### config.mk
export PLATFORM = sky130hd
export DESIGN_NAME = rgb_led_pwm_symbol_encoder_top
export DESIGN_NICKNAME = d
export VERILOG_FILES = /design/src/hdl/rlpse_pkg.sv /design/src/hdl/rlpse_lane.sv /design/src/hdl/rlpse_serial.sv /design/src/hdl/rgb_led_pwm_symbol_encoder_top.sv
export SDC_FILE = /design/constraint.sdc
export NUM_CORES = 1
export LEC_CHECK = 0
export BUFFER_PORTS_ARGS = -buffer_cell sky130_fd_sc_hd__clkbuf_2
export CAP_MARGIN = 20
export CORE_ASPECT_RATIO = 0.7
export CORE_MARGIN = 2
export CORE_UTILIZATION = 45
export DETAILED_ROUTE_END_ITERATION = 7
export GPL_TIMING_DRIVEN = 0
export HOLD_SLACK_MARGIN = 0.02
export PLACE_DENSITY = 0.61
export SYNTH_ARGS = -nofsm -noshare
export SYNTH_HDL_FRONTEND = slang
export SYNTH_HIERARCHICAL = 1
export SYNTH_SLANG_ARGS = --single-unit
### constraint.sdc
create_clock -name clk_i -period 10.5 [get_ports clk_i]
set_input_delay 0.525 -clock clk_i [delete_from_list [all_inputs] [get_ports clk_i]]
set_output_delay 0.525 -clock clk_i [all_outputs]
set_load 0.05 [all_outputs]
### src/hdl/rlpse_pkg.sv
// Shared types, register codes and the tangent table for the LED symbol encoder.
package rlpse_pkg;

  typedef enum logic [1:0] {
    CFG_BRIGHTNESS    = 2'd0,
    CFG_ONE_DUTY      = 2'd1,
    CFG_ZERO_DUTY     = 2'd2,
    CFG_RESET_SYMBOLS = 2'd3
  } cfg_reg_e;

  typedef enum logic {
    OP_PIXEL = 1'b0,
    OP_EOF   = 1'b1
  } op_e;

  localparam logic [6:0] BRIGHT_MAX      = 7'd100;
  localparam logic [6:0] DUTY_MAX        = 7'd89;
  localparam logic [6:0] RESET_SYM_MIN   = 7'd1;
  localparam logic [6:0] RESET_SYM_MAX   = 7'd64;
  localparam logic [6:0] BRIGHT_RST      = 7'd100;
  localparam logic [6:0] ONE_DUTY_RST    = 7'd60;
  localparam logic [6:0] ZERO_DUTY_RST   = 7'd30;
  localparam logic [6:0] RESET_SYM_RST   = 7'd45;
  localparam logic [6:0] SYMS_PER_PIXEL  = 7'd24;
  localparam int         NUM_LANES       = 3;

  typedef struct packed {
    op_e        opcode;
    logic [7:0] green;
    logic [7:0] red;
    logic [7:0] blue;
  } pixel_req_t;

  typedef struct packed {
    logic [6:0] duty;
    logic       last;
  } symbol_t;

  typedef struct packed {
    logic [6:0] one_duty;
    logic [6:0] zero_duty;
    logic [6:0] reset_symbols;
  } sym_cfg_t;

  typedef struct packed {
    logic       busy;
    logic [6:0] count;
  } ser_status_t;

  // round(tan(k degrees) * 2^16) for k = 0..45.
  function automatic logic [16:0] tan_q16(input logic [5:0] k);
    logic [16:0] t;
    case (k)
      6'd0:  t = 17'd0;     6'd1:  t = 17'd1144;  6'd2:  t = 17'd2289;
      6'd3:  t = 17'd3435;  6'd4:  t = 17'd4583;  6'd5:  t = 17'd5734;
      6'd6:  t = 17'd6888;  6'd7:  t = 17'd8047;  6'd8:  t = 17'd9210;
      6'd9:  t = 17'd10380; 6'd10: t = 17'd11556; 6'd11: t = 17'd12739;
      6'd12: t = 17'd13930; 6'd13: t = 17'd15130; 6'd14: t = 17'd16340;
      6'd15: t = 17'd17560; 6'd16: t = 17'd18792; 6'd17: t = 17'd20036;
      6'd18: t = 17'd21294; 6'd19: t = 17'd22566; 6'd20: t = 17'd23853;
      6'd21: t = 17'd25157; 6'd22: t = 17'd26478; 6'd23: t = 17'd27818;
      6'd24: t = 17'd29179; 6'd25: t = 17'd30560; 6'd26: t = 17'd31964;
      6'd27: t = 17'd33392; 6'd28: t = 17'd34846; 6'd29: t = 17'd36327;
      6'd30: t = 17'd37837; 6'd31: t = 17'd39378; 6'd32: t = 17'd40951;
      6'd33: t = 17'd42560; 6'd34: t = 17'd44205; 6'd35: t = 17'd45889;
      6'd36: t = 17'd47615; 6'd37: t = 17'd49385; 6'd38: t = 17'd51202;
      6'd39: t = 17'd53070; 6'd40: t = 17'd54991; 6'd41: t = 17'd56970;
      6'd42: t = 17'd59009; 6'd43: t = 17'd61113; 6'd44: t = 17'd63287;
      6'd45: t = 17'd65536;
      default: t = 17'd0;
    endcase
    return t;
  endfunction

endpackage

### src/hdl/rlpse_lane.sv
// One color lane: scales a channel byte by the brightness factor and saturates.
module rlpse_lane #(
  parameter int FRAC_BITS = 16
) (
  input  logic [7:0]         chan_i,
  input  logic [FRAC_BITS:0] scale_i,
  output logic [7:0]         level_o
);

  logic [FRAC_BITS+8:0] prod;
  logic [8:0]           whole;

  assign prod    = (FRAC_BITS + 9)'(chan_i) * (FRAC_BITS + 9)'(scale_i);
  assign whole   = prod[FRAC_BITS+8:FRAC_BITS];
  assign level_o = (whole > 9'd255) ? 8'hFF : whole[7:0];

endmodule

### src/hdl/rlpse_serial.sv
// Merges the lane levels into one word and shifts it out as duty symbols.
module rlpse_serial (
  input  logic                  clk_i,
  input  logic                  rst_ni,
  input  logic                  load_i,
  input  rlpse_pkg::op_e        opcode_i,
  input  logic [23:0]           word_i,
  input  rlpse_pkg::sym_cfg_t   cfg_i,
  input  logic                  out_ready_i,
  output logic                  can_load_o,
  output logic                  emit_o,
  output rlpse_pkg::symbol_t    sym_o,
  output rlpse_pkg::ser_status_t status_o
);
  import rlpse_pkg::*;

  logic        busy_q, busy_d;
  logic [6:0]  cnt_q, cnt_d;
  logic [23:0] word_q, word_d;
  op_e         op_q, op_d;
  logic        final_sym;

  assign emit_o     = busy_q && out_ready_i;
  assign final_sym  = emit_o && (cnt_q == 7'd1);
  assign can_load_o = !busy_q || final_sym;

  always_comb begin
    busy_d = busy_q;
    cnt_d  = cnt_q;
    word_d = word_q;
    op_d   = op_q;
    if (load_i) begin
      busy_d = 1'b1;
      word_d = word_i;
      op_d   = opcode_i;
      cnt_d  = (opcode_i == OP_EOF) ? cfg_i.reset_symbols : SYMS_PER_PIXEL;
    end else if (emit_o) begin
      busy_d = !final_sym;
      cnt_d  = cnt_q - 7'd1;
      word_d = {word_q[22:0], 1'b0};
    end
  end

  always_ff @(posedge clk_i or negedge rst_ni) begin
    if (!rst_ni) begin
      busy_q <= 1'b0;
      cnt_q  <= 7'd0;
    end else begin
      busy_q <= busy_d;
      cnt_q  <= cnt_d;
    end
  end

  always_ff @(posedge clk_i) begin
    word_q <= word_d;
    op_q   <= op_d;
  end

  always_comb begin
    if (op_q == OP_EOF) begin
      sym_o.duty = 7'd0;
    end else begin
      sym_o.duty = word_q[23] ? cfg_i.one_duty : cfg_i.zero_duty;
    end
    sym_o.last = (cnt_q == 7'd1);
  end

  assign status_o.busy  = busy_q;
  assign status_o.count = cnt_q;

`ifndef SYNTHESIS
  a_load_starts: assert property (@(posedge clk_i) disable iff (!rst_ni)
    load_i |=> (busy_q && cnt_q != 7'd0))
    else $error("serializer did not start after a load");
  a_count_range: assert property (@(posedge clk_i) disable iff (!rst_ni)
    busy_q |-> (cnt_q != 7'd0 && cnt_q <= RESET_SYM_MAX))
    else $error("symbol count out of range while busy");
  a_no_drop: assert property (@(posedge clk_i) disable iff (!rst_ni)
    (emit_o && !final_sym) |=> busy_q)
    else $error("serializer went idle before its final symbol");
  a_eof_zero: assert property (@(posedge clk_i) disable iff (!rst_ni)
    (busy_q && op_q == OP_EOF) |-> (sym_o.duty == 7'd0))
    else $error("end-of-frame symbol with nonzero duty");
`endif

endmodule

### src/hdl/rgb_led_pwm_symbol_encoder_top.sv
// Top level of the LED PWM symbol encoder: config registers, color lanes, serializer.
//
//   channel | direction | payload         | handshake
//   --------+-----------+-----------------+------------------------------------
//   in      | request   | pixel_req_t     | in_valid_i / in_stall_o
//   out     | result    | symbol_t        | out_valid_o / out_stall_i
//   cfg     | write     | 7-bit data      | cfg_we_i, cfg_index_i
//
// A pixel request yields 24 symbols, one per cycle; an end-of-frame request yields
// reset_symbols symbols (1..64). The serializer sets that rate; an output stall pauses it.
// The next request is taken in the cycle its predecessor's final symbol goes out, so
// requests follow without a gap. A registered output stage holds a symbol under stall.
// Reset restores brightness 100, one duty 60, zero duty 30 and 45 reset symbols.
module rgb_led_pwm_symbol_encoder_top #(
  parameter int SCALE_FRACTION_BITS = 16
) (
  input  logic                  clk_i,
  input  logic                  rst_ni,
  input  logic                  in_valid_i,
  output logic                  in_stall_o,
  input  rlpse_pkg::pixel_req_t in_data_i,
  output logic                  out_valid_o,
  input  logic                  out_stall_i,
  output rlpse_pkg::symbol_t    out_data_o,
  input  logic                  cfg_we_i,
  input  logic [1:0]            cfg_index_i,
  input  logic [6:0]            cfg_data_i
);
  import rlpse_pkg::*;

  localparam int SW = SCALE_FRACTION_BITS + 1;
  localparam int TW = ((SCALE_FRACTION_BITS > 16) ? SCALE_FRACTION_BITS : 16) + 2;

  logic [6:0]   bright_q, one_q, zero_q, rsym_q;
  logic [6:0]   bright_d;
  logic [9:0]   bright9;
  logic [21:0]  kprod;
  logic [5:0]   kdeg;
  logic [TW-1:0] tan_ext;
  logic [SW-1:0] scale_d, scale_q;

  logic [NUM_LANES-1:0][7:0] chan;
  logic [NUM_LANES-1:0][7:0] level;

  sym_cfg_t    sym_cfg;
  symbol_t     sym, out_q;
  ser_status_t ser_status;
  logic        out_valid_q, out_ready, can_load, emit, in_accept;

  always_comb begin
    bright_d = bright_q;
    if (cfg_we_i && (cfg_reg_e'(cfg_index_i) == CFG_BRIGHTNESS)) begin
      bright_d = (cfg_data_i > BRIGHT_MAX) ? BRIGHT_MAX : cfg_data_i;
    end
  end

  // Configuration writes, saturated to each register's range.
  always_ff @(posedge clk_i or negedge rst_ni) begin
    if (!rst_ni) begin
      bright_q <= BRIGHT_RST;
      one_q    <= ONE_DUTY_RST;
      zero_q   <= ZERO_DUTY_RST;
      rsym_q   <= RESET_SYM_RST;
    end else if (cfg_we_i) begin
      unique case (cfg_reg_e'(cfg_index_i))
        CFG_BRIGHTNESS:    bright_q <= bright_d;
        CFG_ONE_DUTY:      one_q    <= (cfg_data_i > DUTY_MAX) ? DUTY_MAX : cfg_data_i;
        CFG_ZERO_DUTY:     zero_q   <= (cfg_data_i > DUTY_MAX) ? DUTY_MAX : cfg_data_i;
        CFG_RESET_SYMBOLS: begin
          if (cfg_data_i < RESET_SYM_MIN) begin
            rsym_q <= RESET_SYM_MIN;
          end else if (cfg_data_i > RESET_SYM_MAX) begin
            rsym_q <= RESET_SYM_MAX;
          end else begin
            rsym_q <= cfg_data_i;
          end
        end
        default: ;
      endcase
    end
  end

  // Angle in degrees is brightness*9/20; the divide by 20 is a reciprocal multiply
  // by 3277/2^16, exact for brightness up to 100. The factor follows the brightness
  // being written, so it is current in the same cycle as the register.
  assign bright9 = 10'(bright_d) * 10'd9;
  assign kprod   = 22'(bright9) * 22'd3277;
  assign kdeg    = kprod[21:16];
  assign tan_ext = TW'(tan_q16(kdeg));

  if (SCALE_FRACTION_BITS >= 16) begin : g_scale_up
    assign scale_d = SW'(tan_ext << (SCALE_FRACTION_BITS - 16));
  end else begin : g_scale_round
    assign scale_d = SW'((tan_ext + (TW'(1) << (15 - SCALE_FRACTION_BITS)))
                         >> (16 - SCALE_FRACTION_BITS));
  end

  always_ff @(posedge clk_i or negedge rst_ni) begin
    if (!rst_ni) begin
      scale_q <= SW'(1) << SCALE_FRACTION_BITS;
    end else begin
      scale_q <= scale_d;
    end
  end

  assign chan[2] = in_data_i.green;
  assign chan[1] = in_data_i.red;
  assign chan[0] = in_data_i.blue;

  for (genvar g = 0; g < NUM_LANES; g++) begin : g_lane
    rlpse_lane #(
      .FRAC_BITS(SCALE_FRACTION_BITS)
    ) u_lane (
      .chan_i (chan[g]),
      .scale_i(scale_q),
      .level_o(level[g])
    );
  end

  assign sym_cfg.one_duty      = one_q;
  assign sym_cfg.zero_duty     = zero_q;
  assign sym_cfg.reset_symbols = rsym_q;

  assign out_ready  = !out_valid_q || !out_stall_i;
  assign in_stall_o = !can_load;
  assign in_accept  = in_valid_i && can_load;

  rlpse_serial u_serial (
    .clk_i      (clk_i),
    .rst_ni     (rst_ni),
    .load_i     (in_accept),
    .opcode_i   (in_data_i.opcode),
    .word_i     (level),
    .cfg_i      (sym_cfg),
    .out_ready_i(out_ready),
    .can_load_o (can_load),
    .emit_o     (emit),
    .sym_o      (sym),
    .status_o   (ser_status)
  );

  always_ff @(posedge clk_i or negedge rst_ni) begin
    if (!rst_ni) begin
      out_valid_q <= 1'b0;
    end else if (emit) begin
      out_valid_q <= 1'b1;
    end else if (!out_stall_i) begin
      out_valid_q <= 1'b0;
    end
  end

  always_ff @(posedge clk_i) begin
    if (emit) begin
      out_q <= sym;
    end
  end

  assign out_valid_o = out_valid_q;
  assign out_data_o  = out_q;

`ifndef SYNTHESIS
  a_pixel_count: assert property (@(posedge clk_i) disable iff (!rst_ni)
    (in_accept && in_data_i.opcode == OP_PIXEL) |=> (ser_status.count == SYMS_PER_PIXEL))
    else $error("pixel request did not load 24 symbols");
  a_accept_idle: assert property (@(posedge clk_i) disable iff (!rst_ni)
    (in_accept && ser_status.busy) |-> (emit && sym.last))
    else $error("request taken while serializer still had symbols");
  a_emit_room: assert property (@(posedge clk_i) disable iff (!rst_ni)
    emit |=> out_valid_q)
    else $error("emitted symbol did not reach the output register");
`endif

endmodule

# == Word-level counts from Yosys, hierarchy flattened ==
# Memories as Yosys holds them, arrays and structs flattened. A register that Yosys moved wholly into a read port is not among the register bits.
# Cells that the tools add are included.
# word_totals
memories,1
in_bits,39
elab_cells,66
output_inout_bits,10
mem_bits_ro,1088
regBits,70
# classes
reduce_logical,18
n_eq_ne,5
addsub,1
n_mux,18
magnitude_cmp,7
mul,5
# mem_list
name,depth,width,read_ports,rd_ports_with_merged_regs,wr,line,source
(no name shown),64,17,1,1,0,rlpse_pkg.sv:53,case (k)
# op_table
op,n
multiplier 8 x 17 -> 25 bit,3
two-way mux 7 bit,9
two-way mux 24 bit,2
greater-than comparator 9 x 8 -> 1 bit (second input constant),3
two-way mux 8 bit,3
multiplier 10 x 12 -> 22 bit (second input constant),1
greater-than comparator 7 bit (second input constant),3
multiplier 7 x 4 -> 10 bit (second input constant),1
AND reduction 2 bit,4
== test 7 x 1 -> 1 bit (second input constant),1
< comparator 7 x 1 -> 1 bit (second input constant),1
subtractor 7 x 1 -> 7 bit (second input constant),1
logical NOT 1 bit,6
== test 2 bit (second input constant),2
logical AND 1 bit,4
two-way mux 1 bit,4
== test 2 x 1 -> 1 bit (second input constant),1
logical NOT 2 bit,1
logical OR 1 bit,2
!= test 2 x 1 -> 1 bit (second input constant),1
nonzero test 2 bit,1

# == Longest topological paths before layout ==
# logic_depth
depth_word,7
ltp_mapped,35
depth_no_buf,32

# == Modules after synthesis ==
# The synthesis kept the hierarchy.
# by_module_without_submodules
module,cells_per_inst,seq_area_each_um2,area_per_inst_um2,instances
rgb_led_pwm_symbol_encoder_top,602,1411.4,5396.4,1
rlpse_lane (g_lane[2].u_lane),489,0.0,4316.6,1
rlpse_lane (g_lane[1].u_lane),493,0.0,4276.6,1
rlpse_lane (g_lane[0].u_lane),473,0.0,4201.5,1
rlpse_serial,121,950.9,1621.6,1

# == Least setup slack after synthesis ==
# Ideal clock, no wire load.
# synth_path
kind,in2reg
start,in cfg_index_i[0]
end,reg scale_q[1]
path_slack_ns,2.216
stages,33
t_arrival_ns,8.146
setup_time_ns,0.138
n_path_buf,3
required_time_ns,10.362
cell_sequence,or3b_1 buf_2 a22oi_4 inv_1 ha_1 ha_1 fa_1 a21o_1 a21oi_1 xor2_1 inv_1 ha_1 fa_1 inv_1 fa_1 inv_1 fa_1 inv_1 fa_1 inv_1 ha_1 and3_1 nand3_1 a211oi_1 o22ai_2 xnor2_4 clkbuf_1 ha_1 clkbuf_1 inv_1 a21oi_1 o311ai_0 o22ai_1
# synth_via
elab_chain_cells,5
# synth_rtl
item,line,source
"start, declared",rgb_led_pwm_symbol_encoder_top.sv:26,"input logic [1:0] cfg_index_i,"
logical NOT 2 bit,rgb_led_pwm_symbol_encoder_top.sv:52,if (cfg_we_i && (cfg_reg_e'(cfg_index_i) == CFG_BRIGHTNESS)) begin
logical AND 1 bit,rgb_led_pwm_symbol_encoder_top.sv:52,
two-way mux 7 bit,rgb_led_pwm_symbol_encoder_top.sv:52,
multiplier 7 x 4 -> 10 bit,rgb_led_pwm_symbol_encoder_top.sv:86,assign bright9 = 10'(bright_d) * 10'd9;
net bright9[0],rgb_led_pwm_symbol_encoder_top.sv:36,logic [9:0] bright9;
multiplier 10 x 12 -> 22 bit,rgb_led_pwm_symbol_encoder_top.sv:87,assign kprod = 22'(bright9) * 22'd3277;
"end, declared",rgb_led_pwm_symbol_encoder_top.sv:40,"logic [SW-1:0] scale_d, scale_q;"
# The timed path passes the listed nets, and every way through them passes these cells.
# A chain may end at the register's enable or synchronous reset.

# == Worst setup path after layout ==
# layout_path
start,in cfg_index_i[0]
end,reg scale_q[0]
# Same word-level chain as after synthesis.

==> impl_results.md <==
* Final-report hold violation count at 0
* Bufs on Longest Clock Path at 2
* FF-to-FF setup slack at 1020 ps
* Hold Buf Count CTS at 0
* Die area at 0.0457 mm²
* M1 GR Usage at 37.4%
* Syn_nets at 2714
* Max_cap viols at 0
* Unrepaired setup endpoints after global routing: false
* Setup bufs post-CTS at 0
* Gr usage total at 23.4%
* Max incr delay on CP at 570 ps
* Initial antenna violation count at 2
* Fmax at 102 MHz
* Setup tns final at 0 ps
* Routed wire per std cell at 18.2 µm
* Post-CTS resize count at 0
* Synthesized cell area at 0.0198 mm²
* GR Overflow Total at 0
* First-pass GRT wire length at 84.9 mm
* Pre-antenna DRT Iters at 7
* DRC at 0
* Crit path buf inv count at 11
* DRT iter0 DRCs at 1158
* Detail Placement HPWL at 40.4 mm
* Core Region at 0.0436 mm²
* Root Buffer: clkbuf_16
* Final #Nets at 2774
* Worst-Margin Slew at 1150 ps
* Rows at 64
* Drt via density at 5.42
* Clock-pin slew on the worst setup and hold paths at 70 ps
* Vias in the first global route at 15547
* Worst-path maximum fanout at 13
* Outcome: completed
* H-tree depth at 3
* Fin Clk Skew at 9.26 ps
* Cell mode on critical path: inv_1
* Clk_lat worst skew at 360 ps
* Routed WL at 51.7 mm
* Avg Cell Area, Syn at 9.10 µm²
* Port bufs at 47
* Fin. max-slew vios at 0
* Crit start category: input port
* CTS tree: built
* Final setup margin at 698 ps
* Design area at 0.0212 mm²
* # IOs at 49
* Starting Density at 45.5%
* CTS Buf Count at 9
* R2R depth at 32
* Critical path class: in -> reg
* Commonest non-fill, non-tap cells in the layout: inv_1 (364), and2_1 (338), fa_1 (294)
* CTS sink cnt at 87
* Tmin final at 9800 ps
* Reg2reg end: scale_q[0]
* GRT met3 Usage at 5.10%
* Largest net degree at the start of global routing at 37
* Critical path data required time at 10690 ps
* Vias at 15390
* Cells after Synth at 2177
* Final cycle utilization of the critical path at 93.4%
* CP max-delay cell: fa_1
* Smallest hold slack at 134 ps
* Placed cell areas at 0.0208 mm²
* Final Setup Violations at 0
* Die height at 180 µm
* Antenna viol nets, final at 0
* Most common library cell in the layout ignoring fill and taps: inv_1
* Reg2reg start: bright_q[2]
* Relative slew slack at 23.2%
* CP delay by family, top: adder cells
* Total number of yosys warnings at 6
* Die width at 255 µm
* Grt met2 use at 32.6%
* Arrival time worst endpoint at 10000 ps
* Area Overhead vs Synth at 6.85%
* Layout cell share with drive strength beyond 1 at 8.83%
* Setup slack at placement at 621 ps
* Gpl congestion at 0.896
* CP endpoint kind: flop
* Hold Path Class: in -> async
* Global route hottest layer: met1
-- worst max-delay path by stage --
stage                         startpoint    endpoint  slack [ps]  cells past startpoint
after floorplan           cfg_index_i[0]  scale_q[1]        2220                     33
after global placement    cfg_index_i[0]  scale_q[0]         440                     34
after detailed placement  cfg_index_i[0]  scale_q[0]         620                     34
after CTS                 cfg_index_i[0]  scale_q[0]         970                     34
after global routing      cfg_index_i[0]  scale_q[0]         160                     34
final                     cfg_index_i[0]  scale_q[0]         700                     34
-- registers in the layout (all words and copies together) (netlist names) --
| signal | count |
|---|---|
| u_serial/word_q | 24 |
| scale_q | 17 |
| out_data_o | 8 |
| bright_q | 7 |
| one_q | 7 |
| rsym_q | 7 |
| u_serial/cnt_q | 7 |
| zero_q | 7 |
| out_valid_o | 1 |
| u_serial/busy_q | 1 |
| u_serial/op_q | 1 |
-- final cells by class --
class | count | area, µm²
antenna | 1 | 2.50
buffer | 74 | 389
clock buffer | 9 | 225
clock inverter | 7 | 103
fill | 4198 | 22400
inverter | 366 | 1370
multi-input combinational | 1650 | 15700
sequential | 87 | 2360
tap | 594 | 743
timing repair buffer | 49 | 283
-- metrics by stage --
step	utilization, %	instances
2_1_floorplan	-	2177
3_3_place_gp	47.7	2818
3_5_place_dp	47.8	2819
4_1_cts	48.5	2835
5_1_grt	48.6	2837
6_report	48.6	2837
-- worst register-to-register path, delay by kind of cell (launching register included) --
kind | cells | cell delay [ps]
AO/OA/AOI/OAI | 8 | 2470
flip-flops | 1 | 360
XOR/XNOR | 2 | 520
adder cells (fa/ha/maj) | 9 | 3550
AND/OR/NAND/NOR | 4 | 630
buffers and inverters | 9 | 1800
-- per-layer routing --
metal | share of wire [%] | wire length (µm) | vias up
li1 | - | - | 7209
met1 | 50 | 26100 | 7667
met2 | 41 | 21400 | 486
met3 | 7.5 | 3850 | 28
met4 | 0.69 | 357 | 0
met5 | 0 | 0 | -
Power is not shown: default switching activity piles up to over one toggle a cycle in this logic, so the estimate is an artifact.
